<file path="src/design/taw_pkg.sv">
package taw_pkg;

    localparam int WORD_W  = 16;
    localparam int OP_W    = 2;
    localparam int POS_W   = 9;
    localparam int COUNT_W = 32;
    localparam int CFG_IDX_W = 2;

    localparam int DEF_CHANNELS     = 2;
    localparam int DEF_WINDOW_WORDS = 510;

    localparam logic [OP_W-1:0] OP_DATA    = 2'd0;
    localparam logic [OP_W-1:0] OP_REALIGN = 2'd1;
    localparam logic [OP_W-1:0] OP_CLEAR   = 2'd2;

    localparam logic [CFG_IDX_W-1:0] REG_IDLE_TAG = 2'd0;
    localparam logic [CFG_IDX_W-1:0] REG_TAG_MASK = 2'd1;
    localparam logic [CFG_IDX_W-1:0] REG_TAG_BASE = 2'd2;

    localparam logic [WORD_W-1:0] RST_IDLE_TAG = 16'h0000;
    localparam logic [WORD_W-1:0] RST_TAG_MASK = 16'hFFFF;
    localparam logic [WORD_W-1:0] RST_TAG_BASE = 16'h0000;

endpackage

</file>
<file path="src/design/taw_ifs.sv">
interface taw_in_if;
    import taw_pkg::*;
    logic              valid;
    logic              ready;
    logic [OP_W-1:0]   operation;
    logic [WORD_W-1:0] sample_word;
    logic              transfer_start;
    modport source (output valid, operation, sample_word, transfer_start, input ready);
    modport sink   (input valid, operation, sample_word, transfer_start, output ready);
endinterface

interface taw_out_if;
    import taw_pkg::*;
    logic               valid;
    logic               ready;
    logic [WORD_W-1:0]  out_word;
    logic [POS_W-1:0]   window_position;
    logic               window_last;
    logic [COUNT_W-1:0] windows_done;
    modport source (output valid, out_word, window_position, window_last, windows_done,
                    input ready);
    modport sink   (input valid, out_word, window_position, window_last, windows_done,
                    output ready);
endinterface

interface taw_cfg_if;
    import taw_pkg::*;
    logic                 valid;
    logic                 ready;
    logic [CFG_IDX_W-1:0] index;
    logic [WORD_W-1:0]    data;
    modport source (output valid, index, data, input ready);
    modport sink   (input valid, index, data, output ready);
endinterface

</file>
<file path="src/design/tag_aligned_window_assembler.sv">
// A data item that passes is registered and shows on the result channel in the cycle after it is accepted.
// Throughput: one item per cycle; input ready drops only while a held result is stalled,
// the result register acting as the stage between the two sides.
// Reset (synchronous, active low): sync, transfer phase, window fill and window count
// clear; tag registers return to idle 0, mask 0xFFFF, base 0; no result pending.
module tag_aligned_window_assembler #(
    parameter int CHANNELS     = taw_pkg::DEF_CHANNELS,
    parameter int WINDOW_WORDS = taw_pkg::DEF_WINDOW_WORDS
) (
    input  logic        i_clk,
    input  logic        i_rst_n,
    taw_in_if.sink      i_in,
    taw_out_if.source   o_res,
    taw_cfg_if.sink     i_cfg
);
    import taw_pkg::*;

    localparam int PHASE_W = (CHANNELS > 1) ? $clog2(CHANNELS) : 1;
    localparam int FILL_W  = $clog2(WINDOW_WORDS);
    localparam logic [PHASE_W-1:0] PHASE_LAST = PHASE_W'(CHANNELS - 1);
    localparam logic [FILL_W-1:0]  FILL_LAST  = FILL_W'(WINDOW_WORDS - 1);

    logic [WORD_W-1:0]  r_idle_tag;
    logic [WORD_W-1:0]  r_tag_mask;
    logic [WORD_W-1:0]  r_tag_base;

    logic               r_synced,  n_synced;
    logic [PHASE_W-1:0] r_phase,   n_phase;
    logic [FILL_W-1:0]  r_fill,    n_fill;
    logic [COUNT_W-1:0] r_total,   n_total;

    logic               r_out_valid;
    logic [WORD_W-1:0]  r_out_word;
    logic [POS_W-1:0]   r_out_pos;
    logic               r_out_last;
    logic [COUNT_W-1:0] r_out_done;

    logic               in_acc;
    logic               n_emit;
    logic               n_last;
    logic [PHASE_W-1:0] cur_phase;
    logic               is_tag;
    logic [FILL_W+POS_W-1:0] fill_ext;

    assign i_in.ready  = !r_out_valid || o_res.ready;
    assign in_acc      = i_in.valid && i_in.ready;
    assign i_cfg.ready = 1'b1;

    assign is_tag = (i_in.sample_word == r_idle_tag) ||
                    ((i_in.sample_word & r_tag_mask) == r_tag_base);
    assign cur_phase = i_in.transfer_start ? '0 : r_phase;
    assign fill_ext  = {{POS_W{1'b0}}, r_fill};

    always_comb begin
        n_synced = r_synced;
        n_phase  = r_phase;
        n_fill   = r_fill;
        n_total  = r_total;
        n_emit   = 1'b0;
        n_last   = 1'b0;
        case (i_in.operation)
            OP_REALIGN: begin
                n_synced = 1'b0;
                n_fill   = '0;
                n_phase  = '0;
            end
            OP_CLEAR: begin
                n_total = '0;
            end
            OP_DATA: begin
                n_phase = (cur_phase == PHASE_LAST) ? '0 : cur_phase + PHASE_W'(1);
                // once synced every word passes; before that only a tag on a group start
                if (r_synced || (cur_phase == '0 && is_tag)) begin
                    n_synced = 1'b1;
                    n_emit   = 1'b1;
                    n_last   = (r_fill == FILL_LAST);
                    if (n_last) begin
                        n_fill  = '0;
                        n_total = r_total + COUNT_W'(1);
                    end else begin
                        n_fill = r_fill + FILL_W'(1);
                    end
                end
            end
            default: begin
            end
        endcase
    end

    always_ff @(posedge i_clk) begin
        if (!i_rst_n) begin
            r_idle_tag  <= RST_IDLE_TAG;
            r_tag_mask  <= RST_TAG_MASK;
            r_tag_base  <= RST_TAG_BASE;
            r_synced    <= 1'b0;
            r_phase     <= '0;
            r_fill      <= '0;
            r_total     <= '0;
            r_out_valid <= 1'b0;
        end else begin
            if (i_cfg.valid) begin
                case (i_cfg.index)
                    REG_IDLE_TAG: r_idle_tag <= i_cfg.data;
                    REG_TAG_MASK: r_tag_mask <= i_cfg.data;
                    REG_TAG_BASE: r_tag_base <= i_cfg.data;
                    default: begin
                    end
                endcase
            end
            if (in_acc) begin
                r_synced    <= n_synced;
                r_phase     <= n_phase;
                r_fill      <= n_fill;
                r_total     <= n_total;
                r_out_valid <= n_emit;
            end else if (o_res.ready) begin
                r_out_valid <= 1'b0;
            end
        end
    end

    always_ff @(posedge i_clk) begin
        if (in_acc && n_emit) begin
            r_out_word <= i_in.sample_word;
            r_out_pos  <= fill_ext[POS_W-1:0];
            r_out_last <= n_last;
            r_out_done <= n_total;
        end
    end

    assign o_res.valid           = r_out_valid;
    assign o_res.out_word        = r_out_word;
    assign o_res.window_position = r_out_pos;
    assign o_res.window_last     = r_out_last;
    assign o_res.windows_done    = r_out_done;

endmodule

</file>
<file path="src/flat_wrapper.sv">
// flat-port wrapper written by rule: the top's interface ports become plain ports
module tag_aligned_window_assembler_flat import taw_pkg::*;
#(
    parameter int CHANNELS     = taw_pkg::DEF_CHANNELS,
    parameter int WINDOW_WORDS = taw_pkg::DEF_WINDOW_WORDS
)
  (i_clk, i_rst_n, i_in_valid, i_in_operation, i_in_sample_word, i_in_transfer_start, i_in_ready, o_res_valid, o_res_out_word, o_res_window_position, o_res_window_last, o_res_windows_done, o_res_ready, i_cfg_valid, i_cfg_index, i_cfg_data, i_cfg_ready);
  taw_in_if i_in_i ();
  taw_out_if o_res_i ();
  taw_cfg_if i_cfg_i ();
  input  logic i_clk;
  input  logic i_rst_n;
  input wire logic [$bits(i_in_i.valid)-1:0] i_in_valid;
  input wire logic [$bits(i_in_i.operation)-1:0] i_in_operation;
  input wire logic [$bits(i_in_i.sample_word)-1:0] i_in_sample_word;
  input wire logic [$bits(i_in_i.transfer_start)-1:0] i_in_transfer_start;
  output wire logic [$bits(i_in_i.ready)-1:0] i_in_ready;
  output wire logic [$bits(o_res_i.valid)-1:0] o_res_valid;
  output wire logic [$bits(o_res_i.out_word)-1:0] o_res_out_word;
  output wire logic [$bits(o_res_i.window_position)-1:0] o_res_window_position;
  output wire logic [$bits(o_res_i.window_last)-1:0] o_res_window_last;
  output wire logic [$bits(o_res_i.windows_done)-1:0] o_res_windows_done;
  input wire logic [$bits(o_res_i.ready)-1:0] o_res_ready;
  input wire logic [$bits(i_cfg_i.valid)-1:0] i_cfg_valid;
  input wire logic [$bits(i_cfg_i.index)-1:0] i_cfg_index;
  input wire logic [$bits(i_cfg_i.data)-1:0] i_cfg_data;
  output wire logic [$bits(i_cfg_i.ready)-1:0] i_cfg_ready;
  assign i_in_i.valid = i_in_valid;
  assign i_in_i.operation = i_in_operation;
  assign i_in_i.sample_word = i_in_sample_word;
  assign i_in_i.transfer_start = i_in_transfer_start;
  assign i_in_ready = i_in_i.ready;
  assign o_res_valid = o_res_i.valid;
  assign o_res_out_word = o_res_i.out_word;
  assign o_res_window_position = o_res_i.window_position;
  assign o_res_window_last = o_res_i.window_last;
  assign o_res_windows_done = o_res_i.windows_done;
  assign o_res_i.ready = o_res_ready;
  assign i_cfg_i.valid = i_cfg_valid;
  assign i_cfg_i.index = i_cfg_index;
  assign i_cfg_i.data = i_cfg_data;
  assign i_cfg_ready = i_cfg_i.ready;
  tag_aligned_window_assembler #(.CHANNELS(CHANNELS), .WINDOW_WORDS(WINDOW_WORDS)) u_core (.i_clk(i_clk), .i_rst_n(i_rst_n), .i_in(i_in_i), .o_res(o_res_i), .i_cfg(i_cfg_i));
endmodule
</file>
<file path="config.mk">
export PLATFORM = sky130hd
export DESIGN_NAME = tag_aligned_window_assembler_flat
export DESIGN_NICKNAME = d
export VERILOG_FILES = /design/src/design/taw_pkg.sv /design/src/design/taw_ifs.sv /design/src/design/tag_aligned_window_assembler.sv /design/src/flat_wrapper.sv
export SDC_FILE = /design/constraint.sdc
export NUM_CORES = 1
export LEC_CHECK = 0
export BUFFER_PORTS_ARGS = -buffer_cell sky130_fd_sc_hd__buf_2
export CORE_MARGIN = 3
export CORE_UTILIZATION = 60
export DETAILED_ROUTE_END_ITERATION = 6
export PLACE_DENSITY = 0.9
export SLEW_MARGIN = 20
export SYNTH_ARGS = -nofsm -noshare
export SYNTH_HDL_FRONTEND = slang
export SYNTH_SLANG_ARGS = --single-unit
</file>
<file path="constraint.sdc">
create_clock -name i_clk -period 6.05 [get_ports i_clk]
set_clock_uncertainty 0.1 [all_clocks]
set_input_delay 0.9075 -clock i_clk [delete_from_list [all_inputs] [get_ports i_clk]]
set_output_delay 0.9075 -clock i_clk [all_outputs]
set_load 0.05 [all_outputs]
</file>
### Yosys cells after proc, flatten, opt, wreduce, memory -nomap -nowiden

Index checks and enable logic that the tools add are counted.

* output and inout port bits: 61
* register bits: 150
* input bits: 42
* word-level logic and storage cells: 57

* add/subtract/negate cells: 3
* reductions and logical operators: 17
* equal/unequal tests: 8
* bitwise operators: 2
* multiplexer cells: 15

Operator list (count)
* two-way mux 32 bit: 2
* one-hot mux 32 bit (2 select lines): 1
* adder 32 x 1 -> 32 bit (second input constant): 1
* equality test 16 bit: 2
* two-way mux 9 bit: 2
* one-hot mux 9 bit (2 select lines): 1
* bitwise AND 16 bit: 1
* AND reduction 2 bit: 5
* adder 9 x 1 -> 9 bit (second input constant): 1
* equality test 9 bit (second input constant): 1
* two-way mux 1 bit: 7
* equality test 2 x 1 -> 1 bit (second input constant): 2
* equality test 2 bit (second input constant): 2
* logical NOT 2 bit: 2
* one-hot mux 1 bit (2 select lines): 2
* nonzero test 2 bit: 2
* logical AND 1 bit: 3
* logical OR 1 bit: 3
* AND reduction 3 bit: 1
* != test 2 x 1 -> 1 bit (second input constant): 1
* adder 1 bit (second input constant): 1
* logical NOT 1 bit: 1
* NOT 1 bit: 1

### Depth between registers and ports, before layout

* word-level depth: 8
* depth in mapped cells: 10
* mapped depth without buffers: 9

### Least setup slack after synthesis

Ideal clock, no wire load.

* path type: input-to-reg
* start: input port o_res_ready
* end: register u_core.r_out_word[0], in the netlist u_core.o_res.out_word[0] (enable)
* slack: 2357 ps
* required time: 5538 ps
* arrival time: 3181 ps
* stages: 6
* path buffers: 0
* library setup time: 412 ps
* cells stage by stage: nand2b_1 -> nand2_1 -> nor3_1 -> and2_1 -> nand2_1 -> inv_1

* cells in the longest elaborated chain, start to end: 3

RTL lines
* start: declaration: RTL line flat_wrapper.sv:23 `input wire logic [$bits(o_res_i.ready)-1:0] o_res_ready;`
* logical OR 1 bit: RTL line tag_aligned_window_assembler.sv:45 `assign i_in.ready = !r_out_valid || o_res.ready;`
* logical AND 1 bit: RTL line tag_aligned_window_assembler.sv:46 `assign in_acc = i_in.valid && i_in.ready;`
* logical AND 1 bit: RTL line tag_aligned_window_assembler.sv:123 `if (in_acc && n_emit) begin`
* end signal: assignment: RTL line tag_aligned_window_assembler.sv:124 `r_out_word <= i_in.sample_word;`
* end: declaration: RTL line tag_aligned_window_assembler.sv:33 `logic [WORD_W-1:0] r_out_word;`

Every way passes these cells.
A chain may end at the register's enable or synchronous reset.

### Final worst setup path

* start: input port i_in_sample_word[5]
* end: register u_core.r_out_done[19], in the netlist u_core.o_res.windows_done[19], data pin

* cells in the longest elaborated chain, start to end: 7
* elaborated cells between the ends (all ways): 8
* classes of those cells: 2 x eq/ne; 2 x mux; 1 x bitwise; 3 x reduce/logical

RTL lines
* start: declaration: RTL line flat_wrapper.sv:15 `input wire logic [$bits(i_in_i.sample_word)-1:0] i_in_sample_word;`
* bitwise AND 16 bit: RTL line tag_aligned_window_assembler.sv:50 `((i_in.sample_word & r_tag_mask) == r_tag_base);`
* equality test 16 bit: RTL line tag_aligned_window_assembler.sv:50
* logical OR 1 bit *: RTL line tag_aligned_window_assembler.sv:49 `assign is_tag = (i_in.sample_word == r_idle_tag) ||`
* logical AND 1 bit *: RTL line tag_aligned_window_assembler.sv:73 `if (r_synced || (cur_phase == '0 && is_tag)) begin`
* logical OR 1 bit *: RTL line tag_aligned_window_assembler.sv:73
* two-way mux 32 bit *: RTL line tag_aligned_window_assembler.sv:73
* one-hot mux 32 bit (2 select lines) *: RTL line tag_aligned_window_assembler.sv:61 `case (i_in.operation)`
* via u_core.n_total[19]: RTL line tag_aligned_window_assembler.sv:30 `logic [COUNT_W-1:0] r_total, n_total;`
* end signal: assignment: RTL line tag_aligned_window_assembler.sv:127 `r_out_done <= n_total;`
* end: declaration: RTL line tag_aligned_window_assembler.sv:36 `logic [COUNT_W-1:0] r_out_done;`

The timed path passes the listed nets; every way through them passes the cells marked *.

==> impl_metrics.json <==
{
  "cts_buffer_depth": 2,
  "wl_met3_um": 1573,
  "critical_path.startpoint_type": "input pin",
  "hold_class": "flip-flop to flip-flop",
  "avgSynthCellArea_sq_um": 9.270,
  "syn-num-nets": 810,
  "vias_per_cell": 6.268,
  "leakagePower_nw": 3.085,
  "slew_violations": 0,
  "dp_hpwl_um": 11300,
  "synth_fa_ha_area_frac": 0.005293,
  "tritoncts": "yes",
  "port-buffer-count": 101,
  "htreeDepth": 4,
  "max-vdd-ir-drop_uv": 277.5,
  "clk_pin_slew_worst_paths_ps": 60,
  "tns_ps": 0,
  "grt_usage": 0.2763,
  "yosysWarningCount": 0,
  "synth-compound-area-share": 0.1648,
  "synth_edf_count": 58,
  "fin_cells": 1001,
  "placed_cell_area_sq_mm": 0.007577,
  "dp_cells": 969,
  "io_pins": 103,
  "synth_area_sq_mm": 0.007092,
  "ctsResizeCount": 0,
  "min_period_ps": 3465,
  "status": "complete, no violations",
  "post-cts-setup-buffers": 0,
  "async_flop_share": 0,
  "setup_viol": 0,
  "hold_viol": 0,
  "clockRootBuffer": "clkbuf_16",
  "crit_top_cell": "buf_4",
  "crit_path_max_incr_delay_ps": 500,
  "die_width_um": 114.7,
  "synth_top_family_by_area": "simple AND/OR/NAND/NOR gates",
  "cap_violations": 0,
  "cts_sinks": 150,
  "synth.largest_area_cell": "dfxtp_1",
  "crit_fanout": 38,
  "worstPathCellList": "buf_2 -> xnor2_1 -> nand4_1 -> nor4_4 -> a211oi_2 -> buf_4 -> nor2_4 -> buf_4 -> inv_2 -> o31ai_1",
  "fmax_mhz": 288.6,
  "drt-total-wl_um": 17950,
  "overflow": 0,
  "core_sq_mm": 0.01147,
  "critPathKind": "input pin to flip-flop",
  "synthSimpleGateAreaFrac": 0.2496,
  "synthXorXnorAreaFrac": 0.02100,
  "cp_data_arrival_time_ps": 3610,
  "fin_crit_sh": 0.5728,
  "dr.pass1.iters": 7,
  "grt_first_pass_wirelength_um": 28640,
  "clk_latency_ps": 430,
  "grt_pass1_vias": 5815,
  "synth_cell_types": 68,
  "whs_ps": 363.1,
  "ys_top_cells_by_area": "dfxtp_1, edfxtp_1, nand2_1",
  "maxSlewHeadroom": 0.3249,
  "finalNetCount": 890,
  "antenna_left": 0,
  "synth_top_cell_area_share": 0.2597,
  "wl_met2_um": 8631,
  "drtIter0Drc": 625,
  "slowest_stage": "nor2_4",
  "tightest_slew_ps": 1009,
  "synthTopCellsByCount": "nand2_1, dfxtp_1, a21oi_1",
  "worstPathRequired_ps": 6190,
  "drc_errors": 0,
  "stdcell_area_sq_mm": 0.008165,
  "grt_max_degree": 44,
  "ctsHoldBuffers": 0,
  "power_mw": 2.210,
  "diodes": 0,
  "wl_met1_um": 7354,
  "via_count": 6274,
  "rsz0062_at_grt": "false",
  "ys_ff_latch": 150,
  "synth_ff_type": "dfxtp_1",
  "synth_most_common_cell": "nand2_1",
  "drive_gt1_frac": 0.1923,
  "fp.dieArea_sq_mm": 0.01316,
  "seq_area_frac_synth": 0.5053,
  "area.growth.synth_to_final_pct": 15.14,
  "power.density_mw_per_mm2": 270.7,
  "die_h_um": 114.7,
  "endpoint_kind": "flip-flop",
  "numCtsBuffers": 17,
  "initial_core_util": 0.6184,
  "synthMuxAreaShare": 0.005646,
  "gp_congestion": 0.8737,
  "dr.max_layer_used": "met4",
  "syn-instance-count": 765,
  "num_rows": 39,
  "grt_antenna_before_repair": 0,
  "wire_per_inst_um": 17.93
}
cells in the final DEF (no fill, tap or decap), types with 12 or more instances in the layout:
master / instances
a21oi_1: 66
a31oi_1: 30
and3_1: 19
buf_2: 101
clkbuf_16: 19
dfxtp_1: 92
edfxtp_1: 58
inv_1: 24
nand2_1: 138
nand3_1: 44
nand4_1: 16
nor2_1: 12
o21ai_0: 23
o21ai_1: 24
o31ai_1: 12
or3_1: 23
xnor2_1: 16
registers in the layout (all words and copies together) (netlist names), 9 cells and up:
signal                        flops
u_core.o_res.windows_done        32
u_core.r_total                   32
u_core.o_res.out_word            16
u_core.r_idle_tag                16
u_core.r_tag_base                16
u_core.r_tag_mask                16
u_core.o_res.window_position      9
u_core.r_fill                     9
per-layer routing:
| layer | GRT usage | vias to the layer above |
|---|---|---|
| li1 | - | 2963 |
| met1 | 0.3708 | 2961 |
| met2 | 0.4451 | 314 |
| met3 | 0.06448 | 36 |
| met4 | 0.09077 | 0 |
| met5 | 0 | - |
where the power goes:
part	total (mW)	switching (mW)	internal, mW
sequential	1.06	0.00882	1.06
clock	1.03	0.427	0.599
combinational	0.119	0.0765	0.0426
total	2.21	0.513	1.70
cell families (layout without fill, tap and decap cells):
group           count (synthesis)  in the layout
buf+inv                        71            164
compound gates                192            192
fa+ha+maj                       3              3
flops                         150            150
xor+xnor                       17             17
simple gates                  327            327
other cells                     1              1
mux                             4              4
area by class of cell:
type | count | area, sq um
sequential | 150 | 3583
inverter | 26 | 97.59
clock buffer | 21 | 503.0
clock inverter | 11 | 85.08
tap | 143 | 178.9
timing repair buffer | 106 | 543.0
fill | 856 | 3302
multi-input combinational | 544 | 3174
critical path, delay by kind of cell:
kind                      cells  cell delay (ps)
buffers and inverters         4              950
and+or+nand+nor               3             1160
xor gates and xnor gates      1              200
AOI/OAI and AO/OA             2              370
through the flow:
step                      setup WS, ps    util
after detailed placement          2265  0.6608
after floorplan                   2357       -
after global routing              2433  0.7121
after CTS                         2663  0.7121
after global placement            2351  0.6608
final                             2585  0.7121
final timing paths:
kind	start	endpoint	slack (ps)	cells past startpoint
setup / recovery	i_in_sample_word[5]	u_core.o_res.windows_done[19]	2580	10
setup reg to reg	u_core.r_idle_tag[5]	u_core.o_res.windows_done[19]	2850	9
hold / removal	u_core.r_tag_base[11]	u_core.r_tag_base[11]	360	2
hold reg to reg	u_core.r_tag_base[11]	u_core.r_tag_base[11]	360	2
Note: power is estimated with default switching activity, not from simulation.
